[config.mk]
export PLATFORM = sky130hd
export DESIGN_NAME = swm_out_stage
export DESIGN_NICKNAME = d
export VERILOG_FILES = /design/src/hdl/swm_pkg.sv /design/src/hdl/swm_out_stage.sv
export SDC_FILE = /design/constraint.sdc
export NUM_CORES = 1
export LEC_CHECK = 0
export BUFFER_PORTS_ARGS = -buffer_cell sky130_fd_sc_hd__buf_4
export CORE_UTILIZATION = 55
export DETAILED_ROUTE_END_ITERATION = 8
export PLACE_DENSITY = 0.95
export SKIP_LAST_GASP = 1
export SLEW_MARGIN = 10
export SYNTH_ARGS = -nofsm -noshare
export SYNTH_HDL_FRONTEND = slang
export SYNTH_SLANG_ARGS = --single-unit
export TNS_END_PERCENT = 1
[constraint.sdc]
create_clock -name clk_i -period 10.75 [get_ports clk_i]
set_input_delay 0.5375 -clock clk_i [delete_from_list [all_inputs] [get_ports clk_i]]
set_output_delay 0.5375 -clock clk_i [all_outputs]
set_load 0.005 [all_outputs]
[src/hdl/swm_pkg.sv]
// Shared constants and types for the sliding window maximum unit.
`default_nettype none
package swm_pkg;

  localparam int SampleBitsDef = 32;
  localparam int MaxWindowDef  = 64;
  localparam int CfgBits       = 7;

  localparam logic [CfgBits-1:0] WindowReset = 7'd8;

  // Per-cycle command that the top level broadcasts to every cell.
  typedef struct packed {
    logic load;   // a sample beat is accepted this cycle
    logic pop;    // the front entry leaves and every cell takes its right neighbor
    logic clear;  // the sequence ends, every entry is invalidated
  } swm_ctl_t;

endpackage
`default_nettype wire

[src/hdl/swm_out_stage.sv]
// Two-entry output stage: a result register backed by a skid register.
`default_nettype none
module swm_out_stage
  import swm_pkg::*;
#(
  parameter int WIDTH = SampleBitsDef + 1
) (
  input  wire              clk_i,
  input  wire              rst_ni,
  input  wire              push_i,
  input  wire  [WIDTH-1:0] data_i,
  output logic             space_o,
  output logic             valid_o,
  input  wire              ready_i,
  output logic [WIDTH-1:0] data_o
);

  logic             out_valid_q, out_valid_d;
  logic             skid_valid_q, skid_valid_d;
  logic [WIDTH-1:0] out_data_q, out_data_d;
  logic [WIDTH-1:0] skid_data_q, skid_data_d;
  logic             take;

  always_comb begin
    take         = out_valid_q & ready_i;
    out_valid_d  = out_valid_q;
    skid_valid_d = skid_valid_q;
    out_data_d   = out_data_q;
    skid_data_d  = skid_data_q;
    if (skid_valid_q) begin
      if (take) begin
        out_data_d   = skid_data_q;
        skid_valid_d = 1'b0;
      end
    end else if (push_i) begin
      if (!out_valid_q || take) begin
        out_valid_d = 1'b1;
        out_data_d  = data_i;
      end else begin
        skid_valid_d = 1'b1;
        skid_data_d  = data_i;
      end
    end else if (take) begin
      out_valid_d = 1'b0;
    end
  end

  always_ff @(posedge clk_i or negedge rst_ni) begin
    if (!rst_ni) begin
      out_valid_q  <= 1'b0;
      skid_valid_q <= 1'b0;
    end else begin
      out_valid_q  <= out_valid_d;
      skid_valid_q <= skid_valid_d;
    end
  end

  always_ff @(posedge clk_i) begin
    out_data_q  <= out_data_d;
    skid_data_q <= skid_data_d;
  end

  assign space_o = ~skid_valid_q;
  assign valid_o = out_valid_q;
  assign data_o  = out_data_q;

endmodule
`default_nettype wire

==> impl_metrics.csv <==
group,metric,value,unit
grt,antenna_found_initial,0,
routing,vias_per_cell,5.28,
clock_tree,clk_path_buf_depth,2,
die,die_h,70.2,um
routing,vias,1331,
clock_tree,post_cts_buffers,0,
routing,drtAntennaViolNets,0,
worst_setup_path,r2r_start,"skid_valid_q$_DFF_PN0_",
grt,grt_pass1_wl,7200,um
placed_design,gp_congestion,0.707,
routing,drt-pass1-iter-count,4,
sta,fmax,412,MHz
die,num_rows,24,
sta,slew_violations,0,
sta,hold_viol_final,0,
power_and_ir_drop,p_per_area,254,mW/mm2
worst_hold_path,hold_path.class,"primary input to flop",
die,dieArea,0.00493,mm2
synthesis,synth_top_area_frac,0.775,
worst_hold_path,hold_start,"data_i[18]",
placed_design,port_buffers,71,
sta,tns,0,ns
worst_setup_path,worstPathRequired,10.70,ns
synthesis,yosysSeqAreaShare,0.794,
synthesis,yosysMostFrequentCell,"edfxtp_1",
cells_and_area,multi_input_area,503,um2
sta,fin_crit,2.43,ns
worst_setup_path,cp-start-kind,"flop",
flow_run,cap_violations,0,
cells_and_area,seq_area,0.00203,mm2
synthesis,synth_area_leaders,"edfxtp_1 77%, mux2_4 10%, mux2_2 7.0%, dfrtp_1 2.0%, buf_6 1.3%",
clock_tree,cts_root_buf,"clkbuf_8",
routing,drtIter0Drc,80,
sta,finalSetupViolations,0,
sta,rsz0062_at_grt,"no",
cells_and_area,antennaDiodeCount,0,
worst_setup_path,critical_path_class,"flop to flop",
worst_setup_path,cp-end-kind,"flop",
synthesis,ys_async_sr_fraction,0.0294,
grt,grt_pass1_vias,1376,
synthesis,synth_cells,115,
routing,wl_per_cell,17.9,um
die,design.core.area,0.00441,mm2
grt,grt_use_total,0.203,
worst_setup_path,critPathMaxFanout,38,
synthesis,ys_seq_elements,68,
routing,wl,4520,um
clock_tree,cts_tree,"built",
die,die_w,70.2,um
die,initial_core_util,0.580,
cells_and_area,layout.nets,232,
clock_tree,clkSinkCount,68,
cells_and_area,fillerInstances,240,
synthesis,synth_warnings,0,
cells_and_area,drive_gt1_frac,0.610,
grt,grt_max_degree,39,
worst_setup_path,cp.arrival,2.38,ns
synthesis,yosysTopAreaCell,"edfxtp_1",
run_status,status,"finished clean",
synthesis,syn_nets,152,
clock_tree,clock_latency,0.34,ns
placed_design,hpwl,2980,um
routing,drc,0,
synthesis,ys_top_cells_by_count,"66 x edfxtp_1, 17 x mux2_4, 16 x mux2_2",
power_and_ir_drop,ir_drop,0.208,mV
grt,grt-ovfl-total,0,
worst_setup_path,cp-startpoint,"skid_valid_q$_DFF_PN0_",
clock_tree,cts-buffers-inserted,9,
synthesis,synth_area,0.00256,mm2
cells_and_area,area_growth,30.6,%
die,ios,72,
power_and_ir_drop,finalPower,850,uW
clock_tree,htreeDepth,3,
synthesis,synth_edf_count,66,
synthesis,syn_avg_cell_area,22.2,um2
clock_tree,cts.clk_slew.worst_paths,0.07,ns
sta,slew_headroom,0.321,
synthesis,synthDistinctLibCells,14,
sta,fin_crit_sh,0.226,
sta,fin_skew,0.0112,ns
synthesis,synthFlopType,"edfxtp_1",
power_and_ir_drop,total_leakage_power,1.31,nW
sta,worstMarginPinSlew,1.02,ns
==> routing by layer <==
layer	track usage	wire (um)	up-vias
met4	0.0667	40	0
met2	0.318	2310	51
met5	0	0	-
met1	0.256	1850	667
li1	-	-	608
met3	0.0866	323	5
==> report_power, final <==
group	total [mW]	internal, mW	switching (mW)
Combinational	0.220	0.137	0.0831
Clock	0.192	0.104	0.0883
Sequential	0.437	0.386	0.0510
Total	0.850	0.627	0.222
==> worst max-delay path, stage by stage (launching register included) <==
cell and delay (ns):
dfrtp_2 1.00, nand2_1 0.21, a2bb2oi_4 0.82
==> layout by cell type (no fill, tap or decap), drive strengths merged <==
master       netlist  routed
a2bb2oi            1       1
nor2b              1       1
inv                2       2
nor3               1       1
a21oi              2       2
dlygate4sd3        0       1
bufinv             0       1
nand2b             1       1
mux2              33      33
dfrtp              2       2
o21ai              1       1
clkbuf             0       9
nand2              1       1
buf                4      72
clkinv             0       6
edfxtp            66      66
==> path summary, 6_finish.rpt <==
path	cells past startpoint	to	slack (ns)
max	2	data_o[4]$_DFFE_PP_	8.32
min	1	skid_data_q[18]$_DFFE_PP_	0.39
max reg2reg	2	data_o[4]$_DFFE_PP_	8.32
min reg2reg	1	data_o[29]$_DFFE_PP_	0.54
max in group asynchronous	2	skid_valid_q$_DFF_PN0_	10.14
min in group asynchronous	2	skid_valid_q$_DFF_PN0_	0.52
==> logic make-up (layout without fill, tap and decap cells) <==
kind of cell,after synthesis,in the layout,synth area share
AO/OA/AOI/OAI,4,4,0.00929
buffers and inverters,6,91,0.0181
flip-flops,68,68,0.794
multiplexers,33,33,0.170
AND/OR/NAND/NOR,4,4,0.00831
==> stage by stage <==
stage / utilization / instances / hold slack, ns / cell area (um2) / setup WS [ns]
4_1_cts: 0.757 / 252 / 0.379 / 3340 / 8.26
5_1_grt: 0.757 / 252 / 0.372 / 3340 / 8.15
3_5_place_dp: 0.713 / 235 / 0.322 / 3150 / 8.30
3_3_place_gp: 0.713 / 235 / 0.319 / 3150 / 8.40
2_1_floorplan: - / 115 / 0.242 / 2560 / 7.34
6_report: 0.757 / 252 / 0.386 / 3340 / 8.32
==> area by class of cell <==
type | count | share of cell area
multi-input combinational | 41 | 0.151
clock inverter | 7 | 0.0172
sequential | 68 | 0.609
timing repair buffer | 73 | 0.165
inverter | 2 | 0.00225
clock buffer | 9 | 0.0371
tap | 52 | 0.0195
==> repair_timing <==
item                      in CTS  in global routing
hold buffers                   1                  0
hold endpoints to repair       2                  0
gates resized for setup        0                  0
==> registers in the layout, summed over array words and instances, names as in the netlist <==
| name | cells |
|---|---|
| data_o | 33 |
| skid_data_q | 33 |
| skid_valid_q | 1 |
| valid_o | 1 |
No activity file was read; power rests on OpenSTA's default activity.
