==> config.mk <==
export PLATFORM = sky130hd
export DESIGN_NAME = swm_cell
export DESIGN_NICKNAME = d
export VERILOG_FILES = /design/src/hdl/swm_pkg.sv /design/src/hdl/swm_cell.sv
export SDC_FILE = /design/constraint.sdc
export NUM_CORES = 1
export LEC_CHECK = 0
export BUFFER_PORTS_ARGS = -buffer_cell sky130_fd_sc_hd__buf_4
export CORE_MARGIN = 4
export CORE_UTILIZATION = 45
export DETAILED_ROUTE_END_ITERATION = 6
export GPL_TIMING_DRIVEN = 1
export PLACE_DENSITY = 0.89
export SLEW_MARGIN = 20
export SYNTH_ARGS = -nofsm -noshare
export SYNTH_HDL_FRONTEND = slang
export SYNTH_SLANG_ARGS = --single-unit
==> constraint.sdc <==
create_clock -name clk_i -period 3.79 [get_ports clk_i]
set_input_delay 0.758 -clock clk_i [delete_from_list [all_inputs] [get_ports clk_i]]
set_output_delay 0.758 -clock clk_i [all_outputs]
set_load 0.05 [all_outputs]
==> src/hdl/swm_pkg.sv <==
// Shared constants and types for the sliding window maximum unit.
`default_nettype none
package swm_pkg;

  localparam int SampleBitsDef = 32;
  localparam int MaxWindowDef  = 64;
  localparam int CfgBits       = 7;

  localparam logic [CfgBits-1:0] WindowReset = 7'd8;

  // Per-cycle command that the top level broadcasts to every cell.
  typedef struct packed {
    logic load;   // a sample beat is accepted this cycle
    logic pop;    // the front entry leaves and every cell takes its right neighbor
    logic clear;  // the sequence ends, every entry is invalidated
  } swm_ctl_t;

endpackage
`default_nettype wire

==> src/hdl/swm_cell.sv <==
// One deque cell: holds an entry and hands it to its left neighbor on a front pop.
`default_nettype none
module swm_cell
  import swm_pkg::*;
#(
  parameter int SAMPLE_BITS = SampleBitsDef,
  parameter int POS_BITS    = 6
) (
  input  wire                           clk_i,
  input  wire                           rst_ni,
  input  swm_ctl_t                      ctl_i,
  input  wire signed [SAMPLE_BITS-1:0]  sample_i,
  input  wire        [POS_BITS-1:0]     pos_i,
  input  wire                           prev_keep_i,
  input  wire                           next_valid_i,
  input  wire signed [SAMPLE_BITS-1:0]  next_value_i,
  input  wire        [POS_BITS-1:0]     next_pos_i,
  output logic                          valid_o,
  output logic signed [SAMPLE_BITS-1:0] value_o,
  output logic       [POS_BITS-1:0]     pos_o,
  output logic                          keep_o
);

  logic                          valid_q, valid_d;
  logic signed [SAMPLE_BITS-1:0] value_q, value_d;
  logic        [POS_BITS-1:0]    pos_q, pos_d;
  logic                          e_valid;
  logic signed [SAMPLE_BITS-1:0] e_value;
  logic        [POS_BITS-1:0]    e_pos;

  always_comb begin
    e_valid = ctl_i.pop ? next_valid_i : valid_q;
    e_value = ctl_i.pop ? next_value_i : value_q;
    e_pos   = ctl_i.pop ? next_pos_i   : pos_q;
    // An entry survives only while it is strictly larger than the new sample.
    keep_o  = e_valid & (e_value > sample_i);

    valid_d = valid_q;
    value_d = value_q;
    pos_d   = pos_q;
    if (ctl_i.clear) begin
      valid_d = 1'b0;
    end else if (ctl_i.load) begin
      // The survivors form a prefix; the new sample lands right after it.
      valid_d = keep_o | prev_keep_i;
      value_d = keep_o ? e_value : sample_i;
      pos_d   = keep_o ? e_pos   : pos_i;
    end else if (ctl_i.pop) begin
      valid_d = e_valid;
      value_d = e_value;
      pos_d   = e_pos;
    end
  end

  always_ff @(posedge clk_i or negedge rst_ni) begin
    if (!rst_ni) begin
      valid_q <= 1'b0;
    end else begin
      valid_q <= valid_d;
    end
  end

  always_ff @(posedge clk_i) begin
    value_q <= value_d;
    pos_q   <= pos_d;
  end

  assign valid_o = valid_q;
  assign value_o = value_q;
  assign pos_o   = pos_q;

endmodule
`default_nettype wire

==> out/metrics.yaml, run 1 <==
setup_path:
  ff2ff_setup_slack_ps: 550
  start_kind: "input port"
  end_kind: "output pin"
  critPathArrivalTime_ps: 3100
  crit_fanout: 6
  crit_required_ps: 3030
  path_class: "input port to output pin"
  rr_worst_depth: 12
drt:
  dr_total_vias: 2606
  ant_nets: 0
  wl_um: 8900
  drc: 0
  via_per_inst: 5.42
  wl_per_cell_um: 18.5
  firstDrtPassIters: 4
  dr.first_iter.drc_count: 67
yosys:
  ys_seq_area_share_pct: 38.1
  synth_top_area_share_pct: 37.3
  synth-edff-count: 38
  synth_top_area_cell: "edfxtp_1"
  synth.cell_area_um2: 3060
  synth_cell_types: 33
  syn_area_per_cell_um2: 12.1
  synth_warnings: 0
  ys_seq_elements: 39
  syn-num-nets: 368
  async_flop_share_pct: 2.56
  yosys-top-cells-count: "mux2_2 (55), edfxtp_1 (38), inv_1 (35), ha_1 (32), mux2_4 (19)"
  synth_top_flop_cell: "edfxtp_1"
  synthTopCellsByArea: "edfxtp_1 (37%), mux2_2 (20%), ha_1 (13%)"
  synth_cells: 253
  synth_most_common_cell: "mux2_2"
finish:
  antenna_cells: 0
  area_growth_syn_to_layout_pct: 55.4
  stdcell_area_um2: 4750
  fin_nets: 518
  n_fill_cell: 428
  layout-drive-gt1-share_pct: 64.1
sta:
  min_period_ps: 3860
  slew_violations: 0
  max_freq_mhz: 259
  finalHoldViolations: 0
  finalSetupViolations: 1
  whs_ps: 219
  fin_setup_tns_ps: -72.1
  min_period_over_period_pct: 102
  tightest_slew_ps: 590
  relSlewSlack_pct: 60.6
  worst_clock_skew_ps: 12.1
  rsz0062_at_grt: "yes"
  fin_ws_ps: -72.1
clock_network:
  clock_sink_count: 39
  worstSkewPairLatency_ps: 290
  cts_tree: "done"
  ctsHoldBuffers: 0
  cts_made_buffers: 5
  cts_buffer_depth: 2
  cts_root_buffer: "clkbuf_8"
  path_clk_slew_ps: 90
  htreeDepth: 2
worst_hold_path:
  hold_class: "input port to asynchronous set/reset pin"
outcome:
  status: "complete, but fails checks"
  violations: "negative setup slack"
pwr:
  leakage_nw: 2.20
  ir_drop_uv: 203
  power.density_nw_per_um2: 340
place:
  dpl_cell_area_um2: 4390
  portBuffers: 122
  routabilityCongestion: 0.819
  place_hpwl_um: 6630
die:
  die_w_um: 90.4
  pin_count: 123
  die_area_um2: 8170
  coreArea_um2: 6460
  start_util_pct: 47.3
  die_h_um: 90.4
  rows: 29
grt:
  overflow: 0
  grt_antenna_before_repair: 0
  grt_pass1_vias: 2940
  grt_max_degree: 22
  grt_first_pass_wirelength_um: 14300
  globalRouteTotalUtil_pct: 21.6
flow_run:
  cap_violations: 0
## area by class of cell
| type | instances | area, µm² | share of cell area [%] |
|---|---|---|---|
| multi-input cells | 171 | 2020 | 42.6 |
| flip-flops and latches | 39 | 1170 | 24.6 |
| inverters | 35 | 131 | 2.77 |
| repair buffers | 151 | 1250 | 26.4 |
| well taps | 77 | 96.3 | 2.03 |
| clock inverters | 1 | 5.00 | 0.105 |
| clock buffers | 7 | 76.3 | 1.61 |
## cell families (layout without fill, tap and decap cells)
logic type	after synthesis	count (layout)	synth area share (%)
xor+xnor	1	1	0.287
fa+ha+maj	32	32	13.1
compound gates	28	28	5.53
simple gates	33	33	5.73
flops	39	39	38.1
buf+inv	43	194	6.63
mux	77	77	30.6
## registers in the layout (all words and copies together) (netlist names)
signal and count:
value_o 32, pos_o 6, valid_o 1
## final timing paths
kind,startpoint,end
max in group asynchronous,rst_ni,valid_o
hold reg to reg,value_o[0],value_o[0]
min in group clk_i,value_o[0],value_o[0]
setup reg to reg,value_o[30],value_o[27]
setup / recovery,ctl_i[1],keep_o
hold / removal,rst_ni,valid_o
## where the power goes
group	switching, mW	internal, mW
registers	0.0228	0.535
clock network	0.153	0.130
logic	0.389	0.383
total	0.565	1.05
## per-stage QoR
step | total power, mW | instances | utilization [%] | setup slack, ps
2_1_floorplan | 1.05 | 253 | - | -16.4
3_3_place_gp | 1.26 | 467 | 68.0 | -173
3_5_place_dp | 1.28 | 467 | 68.0 | -234
4_1_cts | 1.60 | 481 | 73.1 | -9.18
5_1_grt | 1.69 | 481 | 73.5 | -148
6_report | 1.61 | 481 | 73.5 | -72.1
## cell usage in the layout (no fill, tap or decap), types with 2 or more instances in the layout
cell type / instances
ha_4: 17
nand3_1: 4
buf_4: 142
clkbuf_1: 2
mux2_2: 38
buf_12: 5
edfxtp_1: 38
clkbuf_8: 5
o21ai_0: 2
mux2i_1: 3
nor2_1: 2
ha_1: 15
o21a_1: 2
a21oi_2: 2
o21ai_1: 2
nand2_1: 9
mux2_4: 36
nand4_1: 8
inv_1: 35
a21oi_1: 13
## critical path: stages
cell	delay [ps]
buf_12	120
buf_12	140
mux2_4	320
ha_4	290
nand4_1	170
or3_1	420
o221a_1	290
o21ai_2	170
xor2_2	200
nor3_4	50
buf_6	170
## repair_timing
action,4_1_cts,5_1_grt
resized for setup,25,6
buffers inserted,4,0
endpoints found under the setup margin,1,12
gates cloned,2,0
pin swaps,12,2
## metal layers
layer / wire length, µm / up-vias / part of all wire (%) / global-route usage, %
met5: 0 / - / 0 / 0
li1: - / 1234 / - / -
met2: 4790 / 107 / 54 / 41.5
met4: 177 / 0 / 2.0 / 7.02
met3: 472 / 16 / 5.3 / 5.08
met1: 3470 / 1249 / 39 / 22.9
No activity file was read; power rests on OpenSTA's default activity.
==> inputs of run 2 (changes only) <==
--- a/config.mk
+++ b/config.mk
@@ -10,7 +10,7 @@
 export CORE_UTILIZATION = 45
 export DETAILED_ROUTE_END_ITERATION = 6
 export GPL_TIMING_DRIVEN = 1
-export PLACE_DENSITY = 0.89
+export PLACE_DENSITY = 0.8
 export SLEW_MARGIN = 20
 export SYNTH_ARGS = -nofsm -noshare
 export SYNTH_HDL_FRONTEND = slang
==> out/metrics.yaml, run 2 (synthesis gave the netlist of run 1 again) <==
sta:
  rsz0062_at_grt: "yes"
  max_freq_mhz: 263  # +1.4%
  whs_ps: 219  # +0.560 ps
  finalSetupViolations: 1  # unchanged
  finalHoldViolations: 0  # unchanged
  relSlewSlack_pct: 50.6  # -10 points
  min_period_ps: 3810  # -52.9 ps
  worst_clock_skew_ps: 7.81  # -4.26 ps
  min_period_over_period_pct: 101  # -1.4 points
  tightest_slew_ps: 740  # +150 ps
  slew_violations: 0  # unchanged
  fin_ws_ps: -19.2  # +52.9 ps
  fin_setup_tns_ps: -19.2  # +52.9 ps
outcome:
  status: "complete, but fails checks"
  violations: "negative setup slack"
finish:
  fin_nets: 513  # -0.97%
  post-route-util_pct: 72.5  # -1.1 points
  antenna_cells: 0  # unchanged
  fin_cells: 476  # -1.0%
  final_cell_mix: "buf_4 (135), mux2_2 (43), edfxtp_1 (38), inv_1 (35), mux2_4 (31)"
  layout-drive-gt1-share_pct: 63.9  # -0.20 points
  n_fill_cell: 464  # +8.4%
  stdcell_area_um2: 4680  # -1.4%
  layout_commonest_cell: "buf_4"
  largest_reg_flops: 32  # unchanged
  area_growth_syn_to_layout_pct: 53.1
grt:
  globalRouteTotalUtil_pct: 20.2  # -1.4 points
  grt_first_pass_wirelength_um: 13500  # -5.5%
  overflow: 0  # unchanged
  grt_antenna_before_repair: 0  # unchanged
  grt_pass1_vias: 2820  # -4.1%
  grt_max_degree: 25  # +14%
clock_network:
  cts_made_buffers: 5  # unchanged
  cts_buffer_depth: 2  # unchanged
  htreeDepth: 2  # unchanged
  worstSkewPairLatency_ps: 290  # about the same
  clock_sink_count: 39  # unchanged
  cts_tree: "done"
  path_clk_slew_ps: 80  # about the same
  cts_root_buffer: "clkbuf_8"
  ctsHoldBuffers: 0  # unchanged
setup_path:
  startpoint: "ctl_i[1]"
  crit_top_cell: "buf_6"
  rr_worst_depth: 13  # +1
  ff2ff_setup_slack_ps: 480  # -70 ps
  worstSetupEndpoint: "keep_o"
  slowest_delay_ps: 330  # -90 ps
  critPathArrivalTime_ps: 3050  # -50 ps
  path_buf_inv: 4  # +1
  rr_endpoint: "value_o[20]"
  path_cells: "buf_12 > buf_8 > buf_6 > mux2_4 > ha_4 > a21oi_2 > nand2_1 > a221o_1 > a211oi_2 > o21ai_2 > xor2_2 > nor3_4 > buf_6"
  crit_required_ps: 3030  # about the same
  path_class: "input port to output pin"
  end_kind: "output pin"
  start_kind: "input port"
  crit_fanout: 6  # unchanged
  cp_top_family: "compound AO/OA/AOI/OAI gates"
  cp.depth: 13  # +2
  r2r-start: "value_o[31]"
  crit_slowest_cell: "a221o_1"
pwr:
  ir_drop_uv: 181  # -11%
  leakage_nw: 2.16  # -1.6%
  power.density_nw_per_um2: 344  # +1.4%
  p_total_mw: 1.61  # about the same
die:
  start_util_pct: 47.3  # unchanged
  die_h_um: 90.4  # unchanged
  die_area_um2: 8170  # unchanged
  coreArea_um2: 6460  # unchanged
  pin_count: 123  # unchanged
  die_w_um: 90.4  # unchanged
  rows: 29  # unchanged
drt:
  dr_total_vias: 2523  # -3.2%
  via_per_inst: 5.30  # -2.2%
  ant_nets: 0  # unchanged
  drc: 0  # unchanged
  dr.first_iter.drc_count: 85  # +27%
  firstDrtPassIters: 4  # unchanged
  wl_um: 8300  # -6.8%
  wl_per_cell_um: 17.4  # -5.8%
place:
  place_hpwl_um: 6420  # -3.2%
  portBuffers: 122  # unchanged
  routabilityCongestion: 0.772  # -5.7%
  pre_cts_ws_ps: -213  # +20.3 ps
  dpl.cell_count: 465  # -0.43%
  dpl_cell_area_um2: 4380  # -0.34%
worst_hold_path:
  hold_class: "input port to asynchronous set/reset pin"
flow_run:
  cap_violations: 0  # unchanged
[run 2: changes by cell type in the layout (fill, tap and decap cells not counted), sizes merged]
cell	previous run	this run
buf	150	146
bufbuf	1	0
[run 2: worst register-to-register path, stage by stage, from the launching register on]
cell and delay, ps:
edfxtp_1 400, mux2_2 310, ha_4 290, nand4_1 120, buf_4 170, nor3_1 220, a211oi_2 120, buf_4 140
buf_4 120, buf_4 120, or3b_1 370, and3_4 230, buf_12 160, mux2_4 300
[run 2: power breakdown]
part / internal, mW / switching [mW]
Sequential: 0.535 / 0.0220
Clock: 0.147 / 0.152
Combinational: 0.374 / 0.382
Total: 1.06 / 0.556
[run 2: layer usage]
layer,wire length [µm],GRT usage (%),up-vias
met5,0,0,-
met4,118,4.59,0
met3,511,5.67,12
met2,4030,35.3,87
met1,3640,24.6,1201
li1,-,-,1223
[run 2: how the worst min path moves through the flow]
stage                start       to  slack [ps]  depth (start not counted)
floorplan           rst_ni  valid_o         460                          0
global placement    rst_ni  valid_o         530                          1
detailed placement  rst_ni  valid_o         530                          1
CTS                 rst_ni  valid_o         210                          1
global route        rst_ni  valid_o         200                          1
finish              rst_ni  valid_o         220                          1
[run 2: layout make-up]
class	instances	area, µm²	share of cell area [%]
multi-input cells	171	1990	42.6
repair buffers	146	1200	25.7
flip-flops and latches	39	1170	24.9
inverters	35	131	2.81
well taps	77	96.3	2.06
clock buffers	7	86.3	1.84
clock inverters	1	5.00	0.107
[run 2: what timing repair did]
item / 4_1_cts / 5_1_grt
endpoints found under the setup margin: 1 / 1
setup buffers: 2 / 1
gates resized for setup: 25 / 6
pin swaps: 10 / 7
cloned: 1 / 0
==> inputs of run 3 (changes only) <==
--- a/config.mk
+++ b/config.mk
@@ -5,9 +5,11 @@
 export SDC_FILE = /design/constraint.sdc
 export NUM_CORES = 1
 export LEC_CHECK = 0
+export ABC_AREA = 1
 export BUFFER_PORTS_ARGS = -buffer_cell sky130_fd_sc_hd__buf_4
 export CORE_MARGIN = 4
 export CORE_UTILIZATION = 45
+export CTS_BUF_LIST = sky130_fd_sc_hd__clkbuf_8
 export DETAILED_ROUTE_END_ITERATION = 6
 export GPL_TIMING_DRIVEN = 1
 export PLACE_DENSITY = 0.8
==> out/metrics.yaml, run 3 <==
finish:
  area_growth_syn_to_layout_pct: 36.4
  layout-drive-gt1-share_pct: 27.0  # -37 points
  multi_input_area_um2: 1590  # -20%
  fin_cells: 610  # +28%
  fin_nets: 647  # +26%
  stdcell_area_um2: 4090  # -13%
  post-route-util_pct: 63.7  # -8.7 points
  layout_commonest_cell: "nand2_1"
  seq_area_um2: 1170  # unchanged
  final_cell_mix: "nand2_1 (192), buf_4 (129), inv_1 (47), edfxtp_1 (38), o21ai_0 (34)"
  largest_reg_flops: 32  # unchanged
  antenna_cells: 0  # unchanged
  n_fill_cell: 592  # +28%
setup_path:
  rr_endpoint: "value_o[19]"
  path_cells: "buf_4 > inv_1 > buf_12 > nand2_1 > nand2_1 > ha_1 > nand2_1 > nor2_2 > nand4_1 > nor2_1 > nand2_1 > nand3_1 > nand3_4 > inv_1 > buf_4"
  r2r-start: "value_o[31]"
  path_buf_inv: 5  # +1
  cp_top_family: "simple AND/OR/NAND/NOR gates"
  ff2ff_setup_slack_ps: 1080  # +600 ps
  start_kind: "input port"
  rr_worst_depth: 14  # +1
  crit_top_cell: "nand2_1"
  slowest_delay_ps: 330  # about the same
  crit_fanout: 40  # +34
  critPathArrivalTime_ps: 2750  # -300 ps
  path_class: "input port to output pin"
  crit_slowest_cell: "ha_1"
  crit_required_ps: 3030  # about the same
  end_kind: "output pin"
grt:
  grt_max_degree: 41  # +64%
  grt_pass1_vias: 2916  # +3.4%
  globalRouteTotalUtil_pct: 19.5  # -0.69 points
  overflow: 0  # unchanged
  grt_antenna_before_repair: 0  # unchanged
  grt_first_pass_wirelength_um: 12500  # -7.5%
yosys:
  synth_cell_types: 24  # -27%
  ys_seq_area_share_pct: 38.8  # +0.70 points
  synth_most_common_cell: "nand2_1"
  syn_area_per_cell_um2: 7.30  # -40%
  synth_warnings: 0  # unchanged
  yosys-top-cells-count: "nand2_1 (192), inv_1 (45), edfxtp_1 (38), o21ai_0 (34), ha_1 (32)"
  synth_top_area_share_pct: 38.0  # +0.68 points
  synthTopCellsByArea: "edfxtp_1 (38%), nand2_1 (24%), ha_1 (13%)"
  synth_top_flop_cell: "edfxtp_1"
  syn-num-nets: 526  # +43%
  synth_top_area_cell: "edfxtp_1"
  synth_cells: 411  # +62%
  ys_seq_elements: 39  # unchanged
  async_flop_share_pct: 2.56  # unchanged
  synth.cell_area_um2: 3000  # -1.8%
  synth-edff-count: 38  # unchanged
clock_network:
  worstSkewPairLatency_ps: 290  # about the same
  cts_tree: "done"
  cts_buffer_depth: 2  # unchanged
  path_clk_slew_ps: 90  # about the same
  clock_sink_count: 39  # unchanged
  ctsHoldBuffers: 0  # unchanged
  post_cts_buffers: 0  # -2
  cts_root_buffer: "clkbuf_8"
  htreeDepth: 2  # unchanged
  cts_made_buffers: 5  # unchanged
  cts-resized-gates: 0  # -100%
sta:
  tightest_slew_ps: 547  # -193 ps
  slew_violations: 0  # unchanged
  finalHoldViolations: 0  # unchanged
  min_period_ps: 3510  # -301 ps
  max_freq_mhz: 285  # +8.6%
  fin_ws_ps: 282  # +301 ps
  relSlewSlack_pct: 63.5  # +13 points
  worst_clock_skew_ps: 14.2  # +6.42 ps
  whs_ps: 223  # +3.54 ps
  finalSetupViolations: 0  # -1
  fin_setup_tns_ps: 0  # +19.2 ps
  min_period_over_period_pct: 92.6  # -8.0 points
  rsz0062_at_grt: "no"
drt:
  dr.first_iter.drc_count: 116  # +36%
  wl_per_cell_um: 12.9  # -26%
  wl_um: 7890  # -4.9%
  ant_nets: 0  # unchanged
  drc: 0  # unchanged
  firstDrtPassIters: 4  # unchanged
  dr_total_vias: 3006  # +19%
  via_per_inst: 4.93  # -7.0%
pwr:
  p_total_mw: 1.35  # -16%
  power.density_nw_per_um2: 329  # -4.5%
  leakage_nw: 2.24  # +3.4%
  ir_drop_uv: 176  # -2.5%
outcome:
  status: "complete, no violations"
die:
  pin_count: 123  # unchanged
  rows: 29  # unchanged
  die_w_um: 89.7  # -0.82%
  die_h_um: 89.7  # -0.82%
  coreArea_um2: 6420  # -0.56%
  start_util_pct: 46.7  # -0.59 points
  die_area_um2: 8040  # -1.6%
place:
  routabilityCongestion: 0.856  # +11%
  place_hpwl_um: 6150  # -4.1%
  portBuffers: 122  # unchanged
  dpl.cell_count: 602  # +29%
  dpl_cell_area_um2: 4010  # -8.3%
  pre_cts_ws_ps: 244  # +457 ps
flow_run:
  cap_violations: 0  # unchanged
worst_hold_path:
  hold_class: "input port to asynchronous set/reset pin"
## run 3: worst max path at each step
stage | startpoint | endpoint | slack, ps | depth (start not counted)
2_1_floorplan | ctl_i[1] | keep_o | 150 | 16
3_3_place_gp | ctl_i[1] | keep_o | 260 | 15
3_5_place_dp | ctl_i[1] | keep_o | 240 | 15
4_1_cts | ctl_i[1] | keep_o | 240 | 15
5_1_grt | ctl_i[1] | keep_o | 6 | 15
6_report | ctl_i[1] | keep_o | 280 | 15
## run 3: kinds of logic after synthesis
kind of cell             count (synthesis)  synth area share [%]
AO/OA/AOI/OAI                           53                  9.34
adder cells (fa/ha/maj)                 32                  13.3
buffers and inverters                   61                  8.46
flip-flops                              39                  38.8
AND/OR/NAND/NOR                        226                  30.0
## run 3: where the power goes
| part | internal [mW] | leakage (nW) | total (mW) | switching, mW |
|---|---|---|---|---|
| Clock | 0.124 | 0.0505 | 0.274 | 0.150 |
| Sequential | 0.527 | 0.383 | 0.547 | 0.0202 |
| Combinational | 0.194 | 1.80 | 0.526 | 0.332 |
| Total | 0.845 | 2.24 | 1.35 | 0.502 |
## run 3: cell type report
class / instances / share of cell area (%)
Multi-Input combinational cell: 311 / 38.9
Sequential cell: 39 / 28.5
Timing Repair Buffer: 130 / 24.1
Inverter: 45 / 4.13
Tap cell: 77 / 2.35
Clock buffer: 5 / 1.68
Clock inverter: 3 / 0.306
## run 3: per-layer routing
layer / share of wire, % / GRT usage [%] / vias up
met5: 0 / 0 / -
met4: 0.53 / 3.25 / 0
li1: - / - / 1562
met2: 50 / 36.5 / 101
met1: 43 / 23.3 / 1338
met3: 6.7 / 3.65 / 5
